`src/ecgp_pkg.sv`:
```
// ----------------------------------------------------------------------------
// ecgp_pkg
// Shared types and constants for the ECG FIFO status and sample parser.
// ----------------------------------------------------------------------------
package ecgp_pkg;

    localparam int WORD_W   = 24;
    localparam int SAMPLE_W = 16;
    localparam int CNT_W    = 32;
    localparam int POS_W    = 6;
    localparam int TAG_W    = 3;
    localparam int CFG_IDX_W = 2;

    localparam int BURST_WORDS_DEF = 8;

    localparam logic [WORD_W-1:0] DATA_READY_MASK_RST = 24'h800000;
    localparam logic [WORD_W-1:0] OVERFLOW_MASK_RST   = 24'h400000;
    localparam logic [WORD_W-1:0] PLL_UNLOCK_MASK_RST = 24'h000100;

    // register indexes on the configuration port
    localparam logic [CFG_IDX_W-1:0] CFG_DATA_READY = 2'd0;
    localparam logic [CFG_IDX_W-1:0] CFG_OVERFLOW   = 2'd1;
    localparam logic [CFG_IDX_W-1:0] CFG_PLL_UNLOCK = 2'd2;

    // FIFO word tags, bits 5..3; tags 4 and 5 are unknown
    localparam logic [TAG_W-1:0] TAG_VALID     = 3'd0;
    localparam logic [TAG_W-1:0] TAG_FAST      = 3'd1;
    localparam logic [TAG_W-1:0] TAG_VALID_EOF = 3'd2;
    localparam logic [TAG_W-1:0] TAG_FAST_EOF  = 3'd3;
    localparam logic [TAG_W-1:0] TAG_EMPTY     = 3'd6;
    localparam logic [TAG_W-1:0] TAG_OVERFLOW  = 3'd7;

    typedef enum logic [1:0] {
        ACT_NEXT_WORD = 2'd0,
        ACT_STATUS    = 2'd1,
        ACT_STOP      = 2'd2,
        ACT_RESET     = 2'd3
    } t_action;

    typedef struct packed {
        logic samples;
        logic overflows;
        logic empties;
        logic tag_overflows;
        logic pll_seen;
        logic pll_edges;
    } t_cnt_inc;

    typedef struct packed {
        logic             pll_prev;
        logic [POS_W-1:0] pos;
        logic             skipping;
    } t_burst_state;

    typedef struct packed {
        logic [WORD_W-1:0] data_ready;
        logic [WORD_W-1:0] overflow;
        logic [WORD_W-1:0] pll_unlock;
    } t_masks;

endpackage

```
`src/ecg_fifo_status_and_sample_parser.sv`:
```
// ----------------------------------------------------------------------------
// ecg_fifo_status_and_sample_parser
// An accepted word sits in the input register, then is decoded into the
// result register and counter bank once the result stage is free.
// Throughput: one word per cycle while i_ready is high; the single decode
// stage sets the rate.
// Reset: synchronous, active low; clears counters, burst state and pipeline
// valids and restores the default status masks.
// ----------------------------------------------------------------------------
module ecg_fifo_status_and_sample_parser import ecgp_pkg::*; #(
    parameter int BURST_WORDS = BURST_WORDS_DEF
) (
    input  logic                       i_clk,
    input  logic                       i_rst_n,
    input  logic                       i_cfg_wr_en,
    input  logic [CFG_IDX_W-1:0]       i_cfg_idx,
    input  logic [WORD_W-1:0]          i_cfg_wdata,
    input  logic                       i_valid,
    output logic                       o_ready,
    input  logic                       i_mode,
    input  logic [WORD_W-1:0]          i_word,
    output logic                       o_valid,
    input  logic                       i_ready,
    output logic                       o_sample_valid,
    output logic signed [SAMPLE_W-1:0] o_sample,
    output logic [1:0]                 o_next_action,
    output logic [CNT_W-1:0]           o_samples_total,
    output logic [CNT_W-1:0]           o_overflows_total,
    output logic [CNT_W-1:0]           o_empties_total,
    output logic [CNT_W-1:0]           o_tag_overflows_total,
    output logic [CNT_W-1:0]           o_pll_seen_total,
    output logic [CNT_W-1:0]           o_pll_edges_total
);

    t_masks                     r_masks;
    logic                       r_in_valid;
    logic                       r_mode;
    logic [WORD_W-1:0]          r_word;
    t_burst_state               r_state;
    t_burst_state               n_state;
    t_cnt_inc                   n_inc;
    logic                       n_sample_valid;
    logic signed [SAMPLE_W-1:0] n_sample;
    t_action                    n_action;
    logic                       r_out_valid;
    logic                       r_sample_valid;
    logic signed [SAMPLE_W-1:0] r_sample;
    t_action                    r_action;
    logic                       adv;

    // move the held word into the result stage once that stage is free
    assign adv     = r_in_valid && (!r_out_valid || i_ready);
    assign o_ready = !r_in_valid || adv;

    always_ff @(posedge i_clk) begin
        if (!i_rst_n) begin
            r_masks.data_ready <= DATA_READY_MASK_RST;
            r_masks.overflow   <= OVERFLOW_MASK_RST;
            r_masks.pll_unlock <= PLL_UNLOCK_MASK_RST;
        end else if (i_cfg_wr_en) begin
            unique case (i_cfg_idx)
                CFG_DATA_READY: r_masks.data_ready <= i_cfg_wdata;
                CFG_OVERFLOW:   r_masks.overflow   <= i_cfg_wdata;
                CFG_PLL_UNLOCK: r_masks.pll_unlock <= i_cfg_wdata;
                default: ;
            endcase
        end
    end

    always_ff @(posedge i_clk) begin
        if (!i_rst_n) begin
            r_in_valid <= 1'b0;
        end else if (o_ready) begin
            r_in_valid <= i_valid;
        end
    end

    always_ff @(posedge i_clk) begin
        if (o_ready && i_valid) begin
            r_mode <= i_mode;
            r_word <= i_word;
        end
    end

    ecgp_decode #(
        .BURST_WORDS (BURST_WORDS)
    ) u_decode (
        .i_mode         (r_mode),
        .i_word         (r_word),
        .i_masks        (r_masks),
        .i_state        (r_state),
        .o_state        (n_state),
        .o_inc          (n_inc),
        .o_sample_valid (n_sample_valid),
        .o_sample       (n_sample),
        .o_action       (n_action)
    );

    always_ff @(posedge i_clk) begin
        if (!i_rst_n) begin
            r_state     <= '0;
            r_out_valid <= 1'b0;
        end else begin
            if (adv) begin
                r_state <= n_state;
            end
            if (adv) begin
                r_out_valid <= 1'b1;
            end else if (i_ready) begin
                r_out_valid <= 1'b0;
            end
        end
    end

    always_ff @(posedge i_clk) begin
        if (adv) begin
            r_sample_valid <= n_sample_valid;
            r_sample       <= n_sample;
            r_action       <= n_action;
        end
    end

    // counters only move with a load, so they stay matched to the held result
    ecgp_counters u_counters (
        .i_clk           (i_clk),
        .i_rst_n         (i_rst_n),
        .i_en            (adv),
        .i_inc           (n_inc),
        .o_samples       (o_samples_total),
        .o_overflows     (o_overflows_total),
        .o_empties       (o_empties_total),
        .o_tag_overflows (o_tag_overflows_total),
        .o_pll_seen      (o_pll_seen_total),
        .o_pll_edges     (o_pll_edges_total)
    );

    assign o_valid        = r_out_valid;
    assign o_sample_valid = r_sample_valid;
    assign o_sample       = r_sample;
    assign o_next_action  = r_action;

    a_pos_in_burst: assert property (@(posedge i_clk) disable iff (!i_rst_n)
        r_state.pos < POS_W'(BURST_WORDS))
        else $error("burst position beyond burst length");

    a_sample_count: assert property (@(posedge i_clk) disable iff (!i_rst_n)
        adv |=> o_samples_total == $past(o_samples_total) + CNT_W'(o_sample_valid))
        else $error("sample count out of step with delivered samples");

    a_counters_hold: assert property (@(posedge i_clk) disable iff (!i_rst_n)
        !adv |=> $stable(o_overflows_total) && $stable(o_pll_seen_total))
        else $error("counter moved without a loaded result");

    a_no_sample_zero: assert property (@(posedge i_clk) disable iff (!i_rst_n)
        o_valid && !o_sample_valid |-> o_sample == '0)
        else $error("sample not cleared on a result without a sample");

endmodule

```
`src/ecgp_decode.sv`:
```
// ----------------------------------------------------------------------------
// ecgp_decode
// Decodes one status or FIFO word against the current burst state.
// ----------------------------------------------------------------------------
module ecgp_decode import ecgp_pkg::*; #(
    parameter int BURST_WORDS = BURST_WORDS_DEF
) (
    input  logic                       i_mode,
    input  logic [WORD_W-1:0]          i_word,
    input  t_masks                     i_masks,
    input  t_burst_state               i_state,
    output t_burst_state               o_state,
    output t_cnt_inc                   o_inc,
    output logic                       o_sample_valid,
    output logic signed [SAMPLE_W-1:0] o_sample,
    output t_action                    o_action
);

    logic [POS_W-1:0] pos_inc;
    logic             last;
    logic             pll_flag;
    logic [TAG_W-1:0] tag;

    assign pos_inc  = i_state.pos + POS_W'(1);
    assign last     = (pos_inc >= POS_W'(BURST_WORDS));
    assign pll_flag = |(i_word & i_masks.pll_unlock);
    assign tag      = i_word[5:3];

    always_comb begin
        o_state        = i_state;
        o_inc          = '0;
        o_sample_valid = 1'b0;
        o_sample       = '0;
        o_action       = ACT_STATUS;

        if (!i_mode) begin
            o_inc.pll_seen   = pll_flag;
            o_inc.pll_edges  = pll_flag && !i_state.pll_prev;
            o_state.pll_prev = pll_flag;
            o_state.pos      = '0;
            o_state.skipping = 1'b0;
            if (|(i_word & i_masks.overflow)) begin
                o_inc.overflows = 1'b1;
                o_action        = ACT_RESET;
            end else if (!(|(i_word & i_masks.data_ready))) begin
                o_action = ACT_STOP;
            end else begin
                o_action = ACT_NEXT_WORD;
            end
        end else begin
            // count the word into the burst; wrap the burst when complete
            o_state.pos = last ? '0 : pos_inc;
            if (last) begin
                o_state.skipping = 1'b0;
            end
            if (!i_state.skipping) begin
                case (tag)
                    TAG_VALID, TAG_FAST: begin
                        o_action = last ? ACT_STATUS : ACT_NEXT_WORD;
                    end
                    TAG_OVERFLOW: begin
                        o_inc.tag_overflows = 1'b1;
                        o_inc.overflows     = 1'b1;
                        o_state.skipping    = !last;
                        o_action            = ACT_RESET;
                    end
                    default: begin
                        o_inc.empties    = (tag == TAG_EMPTY);
                        o_state.skipping = !last;
                        o_action         = ACT_STATUS;
                    end
                endcase
                if (tag == TAG_VALID || tag == TAG_VALID_EOF) begin
                    o_sample_valid = 1'b1;
                    o_sample       = i_word[23:8];
                    o_inc.samples  = 1'b1;
                end
            end
        end
    end

endmodule

```
`src/ecgp_counters.sv`:
```
// ----------------------------------------------------------------------------
// ecgp_counters
// Bank of six wrapping 32-bit event counters.
// ----------------------------------------------------------------------------
module ecgp_counters import ecgp_pkg::*; (
    input  logic             i_clk,
    input  logic             i_rst_n,
    input  logic             i_en,
    input  t_cnt_inc         i_inc,
    output logic [CNT_W-1:0] o_samples,
    output logic [CNT_W-1:0] o_overflows,
    output logic [CNT_W-1:0] o_empties,
    output logic [CNT_W-1:0] o_tag_overflows,
    output logic [CNT_W-1:0] o_pll_seen,
    output logic [CNT_W-1:0] o_pll_edges
);

    logic [CNT_W-1:0] r_samples, r_overflows, r_empties;
    logic [CNT_W-1:0] r_tag_overflows, r_pll_seen, r_pll_edges;

    always_ff @(posedge i_clk) begin
        if (!i_rst_n) begin
            r_samples       <= '0;
            r_overflows     <= '0;
            r_empties       <= '0;
            r_tag_overflows <= '0;
            r_pll_seen      <= '0;
            r_pll_edges     <= '0;
        end else if (i_en) begin
            r_samples       <= r_samples       + CNT_W'(i_inc.samples);
            r_overflows     <= r_overflows     + CNT_W'(i_inc.overflows);
            r_empties       <= r_empties       + CNT_W'(i_inc.empties);
            r_tag_overflows <= r_tag_overflows + CNT_W'(i_inc.tag_overflows);
            r_pll_seen      <= r_pll_seen      + CNT_W'(i_inc.pll_seen);
            r_pll_edges     <= r_pll_edges     + CNT_W'(i_inc.pll_edges);
        end
    end

    assign o_samples       = r_samples;
    assign o_overflows     = r_overflows;
    assign o_empties       = r_empties;
    assign o_tag_overflows = r_tag_overflows;
    assign o_pll_seen      = r_pll_seen;
    assign o_pll_edges     = r_pll_edges;

endmodule
```
`config.mk`:
```
export PLATFORM = sky130hd
export DESIGN_NAME = ecg_fifo_status_and_sample_parser
export DESIGN_NICKNAME = d
export VERILOG_FILES = /design/src/ecgp_pkg.sv /design/src/ecg_fifo_status_and_sample_parser.sv /design/src/ecgp_decode.sv /design/src/ecgp_counters.sv
export SDC_FILE = /design/constraint.sdc
export NUM_CORES = 1
export LEC_CHECK = 0
export BUFFER_PORTS_ARGS = -buffer_cell sky130_fd_sc_hd__buf_2
export CAP_MARGIN = 10
export CORE_MARGIN = 4
export CORE_UTILIZATION = 40
export CTS_BUF_LIST = sky130_fd_sc_hd__clkbuf_8 sky130_fd_sc_hd__clkbuf_16
export DETAILED_ROUTE_END_ITERATION = 7
export GPL_ROUTABILITY_DRIVEN = 0
export GPL_TIMING_DRIVEN = 0
export PLACE_DENSITY = 0.66
export SYNTH_ARGS = -nofsm -noshare
export SYNTH_HDL_FRONTEND = slang
export SYNTH_SLANG_ARGS = --single-unit
```
`constraint.sdc`:
```
create_clock -name i_clk -period 6.3 [get_ports i_clk]
set_input_delay 0.63 -clock i_clk [delete_from_list [all_inputs] [get_ports i_clk]]
set_output_delay 0.63 -clock i_clk [all_outputs]
set_load 0.01 [all_outputs]
```
# Word-level counts from Yosys, hierarchy flattened
# Cells that the tools add are included.
[totals] regBits=318 input_bits=56 output_inout_bits=213 elab_cells=84
[classes] add_sub_neg=7 n_lt_le_gt_ge=1 eq_ne=6 mux=22 bitwise=5 n_reduce_logical=24
[ops] cell="adder 32 x 1 -> 32 bit" n=6
[ops] cell="AND 24 bit" n=3
[ops] cell="OR reduction 24 bit" n=3
[ops] cell="two-way mux 1 bit" n=12
[ops] cell="two-way mux 2 bit" n=6
[ops] cell="AND reduction 2 bit" n=4
[ops] cell="two-way mux 7 bit" n=1
[ops] cell="adder 6 x 1 -> 6 bit (second input constant)" n=1
[ops] cell="equality test 3 bit (second input constant)" n=2
[ops] cell="greater-or-equal comparator 6 x 4 -> 1 bit (second input constant)" n=1
[ops] cell="two-way mux 6 bit" n=1
[ops] cell="OR reduction 3 bit" n=2
[ops] cell="zero test 1 bit" n=4
[ops] cell="two-way mux 4 bit" n=1
[ops] cell="case mux 2 bit (2 select lines)" n=1
[ops] cell="OR reduction 2 bit" n=2
[ops] cell="equality test 3 x 1 -> 1 bit (second input constant)" n=1
[ops] cell="equality test 3 x 2 -> 1 bit (second input constant)" n=1
[ops] cell="logical AND 1 bit" n=3
[ops] cell="zero test 3 bit" n=1
[ops] cell="logical OR 1 bit" n=3
[ops] cell="equality test 2 x 1 -> 1 bit (second input constant)" n=1
[ops] cell="equality test 2 bit (second input constant)" n=1
[ops] cell="zero test 2 bit" n=1
[ops] cell="2 further kinds" n=3

# Logic depth before layout (Yosys ltp)
# Gate-level depths: netlist (run 1).
[depth] depth_word=6 depth_mapped=13 mapped_depth_nobuf=12

# Modules after synthesis
# Synthesis (run 1) repeated with hierarchy kept, for this count alone.
[hier_totals] cells_unflattened=1539 hier_area_um2=14183.6
[by_module_without_submodules] module="ecgp_counters" instances=1 cells_per_inst=1084 area_each_um2=9280.2 seq_area_each_um2=3843.7
[by_module_without_submodules] module="ecg_fifo_status_and_sample_parser" instances=1 cells_per_inst=357 area_each_um2=4214.0 seq_area_each_um2=2962.8
[by_module_without_submodules] module="ecgp_decode" instances=1 cells_per_inst=98 area_each_um2=689.4 seq_area_each_um2=0.0

# Worst setup path after synthesis (run 1)
# Ideal clock, no wire load.
[synth_timing] path_type="reg2reg" startpoint="register r_mode" endpoint="register u_counters.r_samples[16] (netlist: u_counters.o_samples[16])" setup_ns=0.128 arrival_time_ns=2.606 required_time_ns=6.172 path_slack_ns=3.567 path_stages_with_launch=13 path_buffers=3 period_less_slack_ns=2.733 path_cell_list="edfxtp_1 -> clkbuf_1 -> nand2b_1 -> nor3_1 -> clkbuf_1 -> ha_1 -> ha_1 -> nand2_1 -> or3_1 -> clkbuf_1 -> nor4_1 -> xnor2_1 -> nor2_1"
[synth_via] elab_chain_len=2
[synth_rtl] item="start: declaration" line="ecg_fifo_status_and_sample_parser.sv:37" rtl="logic r_mode;"
[synth_rtl] item="start signal: assignment" line="ecg_fifo_status_and_sample_parser.sv:80" rtl="r_mode <= i_mode;"
[synth_rtl] item="two-way mux 1 bit" line="ecgp_decode.sv:36" rtl="if (!i_mode) begin"
[synth_rtl] item="adder 32 x 1 -> 32 bit" line="ecgp_counters.sv:30" rtl="r_samples <= r_samples + CNT_W'(i_inc.samples);"
[synth_rtl] item="end signal: assignment" line="ecgp_counters.sv:30"
[synth_rtl] item="end: declaration" line="ecgp_counters.sv:18" rtl="logic [CNT_W-1:0] r_samples, r_overflows, r_empties;"
# No other way between the ends.
# A chain may end at the register's enable or synchronous reset.

# Final worst setup path (run 1)
[layout_timing] startpoint="register r_mode" endpoint="register u_counters.r_samples[28] (netlist: u_counters.o_samples[28])"
# Same word-level chain as after synthesis.

==> results of run 1 <==
==> power groups by stage <==
stage | logic [µW] | clock network, µW | registers [µW]
final | 187 | 1950 | 2120
after global routing | 207 | 2090 | 2130
after CTS | 187 | 2000 | 2120
after detailed placement | 186 | 0 | 2170
after global placement | 183 | 0 | 2170
after floorplan | 94.7 | 0 | 2160
==> cell families after synthesis <==
kind of cell / share of synthesized area
muxes: 0.002220
xor gates and xnor gates: 0.09130
DFF: 0.5032
AOI/OAI and AO/OA: 0.08742
and+or+nand+nor: 0.2720
adders and majority gates: 0.01295
buffers and inverters: 0.03090
==> synthesized netlist by cell type, drive strengths merged (9+ instances only) <==
cell	instances
ha	14
o21ai	29
buf	10
dfxtp	274
or3	28
and4	23
or4	9
nor4	55
inv	31
xor2	45
a221oi	10
nand4	58
a22o	10
xnor2	96
clkbuf	67
nor2	165
a22oi	14
nor3	40
and3	17
nand3	65
nand2	240
edfxtp	44
a21oi	117
and2	22
==> cells in the final DEF, fill, tap and decap left out, types with 3 or more instances in the layout <==
| master | n |
|---|---|
| nand2b_1 | 6 |
| nand3b_1 | 4 |
| buf_1 | 6 |
| mux2i_1 | 3 |
| a221oi_1 | 10 |
| clkbuf_8 | 4 |
| o21ai_0 | 29 |
| nand3_1 | 64 |
| clkbuf_16 | 37 |
| clkinv_2 | 4 |
| xor2_1 | 45 |
| dfxtp_1 | 274 |
| nor2_1 | 165 |
| inv_1 | 39 |
| nor4_1 | 53 |
| clkbuf_1 | 66 |
| and4_1 | 23 |
| ha_1 | 14 |
| or4_1 | 9 |
| or2_2 | 3 |
| nand2_1 | 240 |
| nand4_1 | 56 |
| nor3b_1 | 3 |
| and3_1 | 17 |
| buf_2 | 271 |
| xnor2_1 | 96 |
| nor3_1 | 39 |
| edfxtp_1 | 44 |
| a22o_1 | 10 |
| o211ai_1 | 6 |
| or3_1 | 28 |
| a22oi_1 | 14 |
| and2_1 | 22 |
| clkinv_1 | 5 |
| o31ai_1 | 3 |
| a21oi_1 | 117 |
==> how the worst min path moves through the flow <==
| stage | from | end | depth (start not counted) |
|---|---|---|---|
| floorplan | r_masks[66] | r_masks[66] | 2 |
| global placement | r_masks[28] | r_masks[28] | 2 |
| detailed placement | r_masks[31] | r_masks[31] | 2 |
| CTS | i_word[5] | r_word[5] | 1 |
| global route | i_word[5] | r_word[5] | 1 |
| finish | i_word[5] | r_word[5] | 1 |
==> area by class of cell <==
type                    instances  area (µm²)
plain buffers                  77       295.3
well taps                     448       560.5
repair buffers                269        1369
multi-input cells            1106        6301
clock inverters                19       110.1
flip-flops and latches        318        6807
inverters                      33       123.9
clock buffers                  41       980.9
fillers                      3213       16900
==> through the flow <==
step	utilization	total power, µW	instances
finish	0.4947	4265	2311
global route	0.4947	4422	2311
CTS	0.4937	4313	2309
detailed placement	0.4611	2353	2249
global placement	0.4611	2350	2249
floorplan	-	2253	1534
==> worst max-delay path: stages (launching register included) <==
cell      delay (ns)
edfxtp_1        0.34
clkbuf_1        0.39
nand2b_1        0.19
nor3_1          0.56
clkbuf_1        0.53
ha_1            0.28
ha_1            0.17
nand2_1         0.07
nor3_1          0.32
nand3_1         0.35
o311ai_0        0.39
o41ai_1         0.12
==> metal layers <==
layer,vias up,global-route usage,part of all wire
met2,400,0.3499,0.47
met1,5776,0.2780,0.42
met3,102,0.03326,0.069
met5,-,0,0
met4,0,0.07735,0.041
li1,5975,-,-
==> registers in the layout (all words and copies together), names as in the netlist, 8 cells and up <==
name and count:
o_sample 16, r_word 24, u_counters.o_overflows 32, u_counters.o_samples 32, r_state 8, r_masks 72
u_counters.o_tag_overflows 32, u_counters.o_empties 32, u_counters.o_pll_edges 32, u_counters.o_pll_seen 32
==> results_dict.tcl, run 1 <==
set metrics [dict create \
    syn_to_final_growth_pct 22.34 \
    ys_warn_count 0 \
    synth_edf_count 44 \
    skew_ns 0.01477 \
    r2r_slack_ns 2.46 \
    fmax_mhz 260.3 \
    synthCells 1534 \
    hpwlAfterDp_um 29650 \
    hold_slack_ns 0.2933 \
    cts.sinks 318 \
    finalSetupViolCount 0 \
    die_w_um 191.9 \
    clk_latency_ns 0.51 \
    synth-seq-cells 318 \
    cts_tree "built" \
    min_period_over_period 0.6099 \
    nNetsFinal 1911 \
    synth.top_cell.area_share 0.4056 \
    power_frac_clock 0.458 \
    route.vias.total 12250 \
    cellPowerDensity_nw_per_um2 257.8 \
    ys_types 54 \
    crit_required_ns 6.68 \
    gr-usage-all-layers 0.2106 \
    synth_fp_nets 1604 \
    std_cell_rows 67 \
    die_area_um2 36820 \
    grt_max_degree 29 \
    drc 0 \
    cts_resized 0 \
    p_comb_frac 0.044 \
    die_h_um 191.9 \
    relSlewSlack 0.3253 \
    grt_pass1_wl_um 62420 \
    clock_tree.root_cell "clkbuf_16" \
    final-max-slew-violation-count 0 \
    layout-drive-gt1-share 0.1804 \
    peakVddDrop_uv 254.1 \
    synth_area_leaders "dfxtp_1, edfxtp_1, nand2_1" \
    start_kind "flip-flop" \
    seq_area_frac_synth 0.5032 \
    portBuffers 267 \
    crit_path_end_kind "flip-flop" \
    setup.worst_path.end "u_counters.o_samples[28]" \
    yosysTopAreaCell "dfxtp_1" \
    fin_ws_ns 2.458 \
    antenna_found_initial 0 \
    reg2reg_depth 11 \
    grt-ovfl-total 0 \
    cellLeakagePower_uw 0.006263 \
    final_antenna_net_count 0 \
    max-clock-path-buffers 3 \
    ios 269 \
    stdcell_area_um2 16550 \
    drt-wirelength-per-cell_um 17.44 \
    grt_pass1_vias 11460 \
    tightest_slew_ns 1.004 \
    cts_setup_buffers 0 \
    outcome "finished clean" \
    critPathKind "flip-flop to flip-flop" \
    viasPerCell 5.302 \
    dpl_worst_slack_ns 2.416 \
    htreeDepth 2 \
    diodes 0 \
    drt_iter0_drc 820 \
    wirelength_um 40310 \
    cts.clk_slew.worst_paths_ns 0.06 \
    hold_viol 0 \
    arrival_ns 4.22 \
    hp-class "input pin to flip-flop" \
    max_cap_violations 0 \
    cp_max_fo 10 \
    yosys_most_used_dff "dfxtp_1" \
    dr.pass1.iters 5 \
    cts-buffers-inserted 36 \
    switchingPower_uw 969.2 \
    place_area_um2 15420 \
    r2r-end "u_counters.o_samples[28]" \
    fin_setup_tns_ns 0 \
    cts_hold_buf 0 \
    reg2reg_from "r_mode" \
    finalCriticalPeriod_ns 3.842 \
    syn_avg_cell_area_um2 8.817 \
    initial_core_util 0.4044 \
    crit_start "r_mode" \
    p_int_uw 3296 \
    rsz0062_at_grt "false" \
    core_um2 33450 \
    power_frac_seq 0.498 \
    async_flop_share 0 \
    synth_area_um2 13530 \
    switching_share 0.2272 \
]
Power figures use the tool's default switching activity.
==> run 2, diff against run 1 <==
Clock period 6.3 ns to 3.72 ns, I/O delays scaled along.
==> results_dict.tcl, run 2 (synthesis results as in run 1) <==
set metrics [dict create \
    crit_family "simple AND/OR/NAND/NOR gates" \
    tightest_slew_ns 0.9621 \
    total_power_uw 7225 \
    crit_path_end_kind "flip-flop" \
    hold_viol 0 \
    path_buf_inv 1 \
    grt_pass1_vias 11460 \
    die_w_um 191.9 \
    outcome "finished clean" \
    fmax_mhz 287.0 \
    cts_tree "built" \
    hpwlAfterDp_um 29650 \
    gr-usage-all-layers 0.2106 \
    portBuffers 267 \
    cp_slowest_cell "edfxtp_1" \
    wirelength_um 40270 \
    cp_num_cells 12 \
    power_frac_clock 0.458 \
    power_frac_seq 0.498 \
    crit_chain "a22o_1 -> a221oi_1 -> nand3_1 -> nor3_1 -> nor2_1 -> ha_1 -> ha_1 -> nand4_1 -> clkbuf_1 -> nor3_1 -> xnor2_1 -> nor2_1" \
    max_stage_delay_ns 0.53 \
    htreeDepth 2 \
    cp_max_fo 10 \
    route.vias.total 12260 \
    final_antenna_net_count 0 \
    layout_common_cells "dfxtp_1, buf_2, nand2_1" \
    max_cap_violations 0 \
    critPathKind "flip-flop to flip-flop" \
    relSlewSlack 0.3533 \
    max-clock-path-buffers 3 \
    p_comb_frac 0.044 \
    grt_pass1_wl_um 62420 \
    finalCriticalPeriod_ns 3.485 \
    arrival_ns 3.87 \
    antenna_found_initial 0 \
    rsz0062_at_grt "true" \
    hp-class "input pin to flip-flop" \
    cts.clk_slew.worst_paths_ns 0.06 \
    grt_max_degree 29 \
    holdPathStages 1 \
    drt-wirelength-per-cell_um 17.43 \
    syn_to_final_growth_pct 22.38 \
    placedCellCount 2249 \
    final_cells 2310 \
    final_common_cell "dfxtp_1" \
    crit_required_ns 4.10 \
    skew_ns 0.01427 \
    start_kind "flip-flop" \
    cellLeakagePower_uw 0.006271 \
    die_h_um 191.9 \
    viasPerCell 5.307 \
    reg2reg_depth 12 \
    clock_tree.root_cell "clkbuf_16" \
    peakVddDrop_uv 430.6 \
    diodes 0 \
    dr.pass1.iters 5 \
    cts.sinks 318 \
    drt_iter0_drc 683 \
    die_area_um2 36820 \
    final-max-slew-violation-count 0 \
    cts_setup_buffers 0 \
    switchingPower_uw 1643 \
    ios 269 \
    fill_cells 3209 \
    cts-buffers-inserted 36 \
    cellPowerDensity_nw_per_um2 436.5 \
    std_cell_rows 67 \
    largest_register_ffs 72 \
    drc 0 \
    clk_latency_ns 0.51 \
    switching_share 0.2274 \
    layout-drive-gt1-share 0.1826 \
    nNetsFinal 1910 \
    initial_core_util 0.4044 \
    min_period_over_period 0.9367 \
    finalSetupViolCount 0 \
    core_um2 33450 \
    top_register "r_masks" \
    grt-ovfl-total 0 \
    p_int_uw 5582 \
]
[run 2: changes by cell type in the layout (fill, tap and decap cells not counted), sizes merged]
cell    before  now
clkbuf     109  108
[run 2: layout make-up]
cell class | count | area (µm²) | share of cell area
buffer | 76 | 295.3 | 0.01784
clock buffer | 41 | 980.9 | 0.05926
tap | 448 | 560.5 | 0.03387
timing repair buffer | 269 | 1369 | 0.08270
sequential | 318 | 6807 | 0.4112
inverter | 33 | 123.9 | 0.007484
clock inverter | 19 | 110.1 | 0.006652
multi-input combinational | 1106 | 6306 | 0.3810
[run 2: power groups by stage]
stage	combinational [µW]	clock [µW]	sequential [µW]
after global routing	348	3540	3600
after detailed placement	315	0	3670
after floorplan	160	0	3660
after CTS	316	3390	3600
final	315	3310	3600
after global placement	311	0	3670
[run 2: worst reg2reg max path, stage by stage (launching register included)]
cell and delay (ns):
edfxtp_1 0.53, a22o_1 0.30, a221oi_1 0.23, nand3_1 0.13
nor3_1 0.51, nor2_1 0.14, ha_1 0.23, ha_1 0.22
nand4_1 0.28, clkbuf_1 0.43, nor3_1 0.13, xnor2_1 0.20
nor2_1 0.06
[run 2: what timing repair did]
action / CTS / global route
gates resized for setup: 1 / 6
hold buffers: 0 / 0
setup endpoints to repair: 8 / 27
pin swaps: 0 / 0
endpoints found under the hold margin: 0 / 0
[run 2: through the flow]
step	hold WS (ns)	setup WS [ns]	instance area, µm²	util	TNS, ns
global route	0.01817	-0.001010	16550	0.4949	-0.001010
floorplan	0.4357	0.9869	13530	-	0
finish	0.03615	0.2355	16550	0.4949	0
global placement	0.4428	-0.1533	15420	0.4611	-0.6816
detailed placement	0.4462	-0.1637	15420	0.4611	-0.6436
CTS	0.01726	0.03112	16520	0.4939	0
[run 2: path summary, 6_finish.rpt]
path / slack [ns] / end / from
max: 0.24 / u_counters.o_pll_seen[14] / r_word[4]
min: 0.04 / r_word[5] / i_word[5]
max reg2reg: 0.24 / u_counters.o_pll_seen[14] / r_word[4]
min reg2reg: 0.45 / r_masks[31] / r_masks[31]
[run 2: per-layer routing]
| metal | vias up | global-route usage | routed length, µm |
|---|---|---|---|
| met4 | 0 | 0.07735 | 1530 |
| met5 | - | 0 | 0 |
| met2 | 436 | 0.3499 | 18890 |
| li1 | 5977 | - | - |
| met1 | 5751 | 0.2780 | 16880 |
| met3 | 96 | 0.03326 | 2972 |
==> run 3, diff against run 2 <==
Settings changed: BUFFER_PORTS_ARGS -buffer_cell sky130_fd_sc_hd__buf_2 to not set, DONT_BUFFER_PORTS set to 1, PLACE_DENSITY 0.66 to 0.65.
==> results_dict.tcl, run 3 (synthesis results as in run 1) <==
set metrics [dict create \
    max_stage_delay_ns 0.52 \
    gr-usage-all-layers 0.2090 \
    cp_slowest_cell "edfxtp_1" \
    die_area_um2 36820 \
    layout-drive-gt1-share 0.04967 \
    crit_required_ns 4.10 \
    cellPowerDensity_nw_per_um2 478.8 \
    skew_ns 0.01407 \
    ios 269 \
    outcome "finished clean" \
    layout_common_cells "dfxtp_1, nand2_1, nor2_1" \
    cts_tree "built" \
    tightest_slew_ns 0.9735 \
    min_period_over_period 0.9186 \
    fmax_mhz 292.6 \
    syn_to_final_growth_pct 17.44 \
    top_register "r_masks" \
    final-max-slew-violation-count 0 \
    m1WireLength_um 16020 \
    placedCellCount 1982 \
    cellLeakagePower_uw 0.005194 \
    total_power_uw 7606 \
    arrival_ns 3.79 \
    peakVddDrop_uv 504.8 \
    grt_pass1_vias 10850 \
    final_antenna_net_count 0 \
    max_cap_violations 0 \
    die_h_um 191.9 \
    dr.pass1.iters 5 \
    crit_chain "a22o_1 -> a221oi_1 -> nand3_1 -> nor3_1 -> nor2_1 -> ha_1 -> and2_1 -> nand4_1 -> clkbuf_1 -> nor3_1 -> xnor2_1 -> nor2_1" \
    clock_tree.root_cell "clkbuf_16" \
    cp_max_fo 10 \
    cts.clk_slew.worst_paths_ns 0.06 \
    final_cells 2100 \
    hp-class "input pin to flip-flop" \
    core_um2 33450 \
    drc 0 \
    wirelength_um 40220 \
    dr.max_layer_used "met5" \
    clk_latency_ns 0.51 \
    hold_viol 0 \
    antenna_found_initial 2 \
    cts_setup_buffers 0 \
    relSlewSlack 0.3510 \
    grt_max_degree 29 \
    cts.sinks 318 \
    die_w_um 191.9 \
    std_cell_rows 67 \
    finalSetupViolCount 0 \
    htreeDepth 2 \
    max-clock-path-buffers 3 \
    rsz0062_at_grt "false" \
    grt-ovfl-total 0 \
    fin_setup_tns_ns 0 \
    crit_path_end_kind "flip-flop" \
    final_common_cell "dfxtp_1" \
    route.vias.total 11500 \
    finalCriticalPeriod_ns 3.417 \
    grt_pass1_wl_um 61530 \
    critPathKind "flip-flop to flip-flop" \
    drt_iter0_drc 862 \
    nNetsFinal 1695 \
    start_kind "flip-flop" \
    dr_wl_met3_um 3780 \
    largest_register_ffs 72 \
    hpwlAfterDp_um 28820 \
    initial_core_util 0.4044 \
    viasPerCell 5.476 \
    cts-buffers-inserted 36 \
    wl_met2_um 19350 \
    portBuffers 0 \
    drt-wirelength-per-cell_um 19.15 \
]
run 3: changes by cell type in the layout (fill, tap and decap cells not counted):
cell	before	now
diode_2	0	1
clkbuf_8	4	7
clkinv_1	5	2
buf_2	271	4
bufinv_16	1	5
clkbuf_16	37	38
clkinv_4	0	1
buf_16	1	0
dlygate4sd3_1	0	51
clkinvlp_4	2	1
clkbuf_1	62	63
clkinv_2	4	6
inv_1	39	37
run 3: power breakdown:
group | internal [µW] | leakage [µW] | switching [µW]
Sequential | 3550 | 0.00263 | 64.7
Clock | 2290 | 0.000642 | 1400
Combinational | 103 | 0.00192 | 201
run 3: metal layers:
metal,track usage,up-vias
met3,0.06416,70
met5,0,-
li1,-,5565
met4,0.06105,2
met1,0.2488,5460
met2,0.3636,402
run 3: layout make-up:
class	count	area [µm²]
sequential	318	6807
clock buffer	44	1022
tap	448	560.5
antenna	1	2.502
inverter	33	123.9
buffer	77	299.0
fill	3085	17560
clock inverter	20	222.7
multi-input combinational	1106	6306
timing repair buffer	53	540.5
run 3: path summary, 6_finish.rpt:
check / end / slack [ns] / cells after the start / from
setup / recovery: u_counters.o_pll_seen[15] / 0.30 / 12 / r_word[4]
hold / removal: r_masks[35] / 0.02 / 2 / i_cfg_wdata[11]
setup reg to reg: u_counters.o_pll_seen[15] / 0.30 / 12 / r_word[4]
hold reg to reg: r_masks[61] / 0.45 / 2 / r_masks[61]
run 3: worst max-delay path: cells and delay by family (launching register included):
family	cells	cell delay, ns
AND/OR/NAND/NOR	7	1.36
AO/OA/AOI/OAI	2	0.53
flip-flops	1	0.52
buffers and inverters	1	0.47
adder cells (fa/ha/maj)	1	0.22
XOR/XNOR	1	0.17
run 3: metrics by stage:
stage	util	worst slack, ns	hold slack [ns]	area (µm²)
after global placement	0.4211	-0.1467	0.4429	14090
after floorplan	-	0.9869	0.4357	13530
after global routing	0.4749	0.04726	0.003730	15880
final	0.4749	0.3029	0.01767	15880
after detailed placement	0.4212	-0.1928	0.4467	14090
after CTS	0.4737	0.03017	0.0008110	15840
run 3: what timing repair did:
item	in CTS	in global routing
gates resized for setup	1	5
hold buffers	51	0
setup endpoints to repair	11	17
hold endpoints to repair	94	0
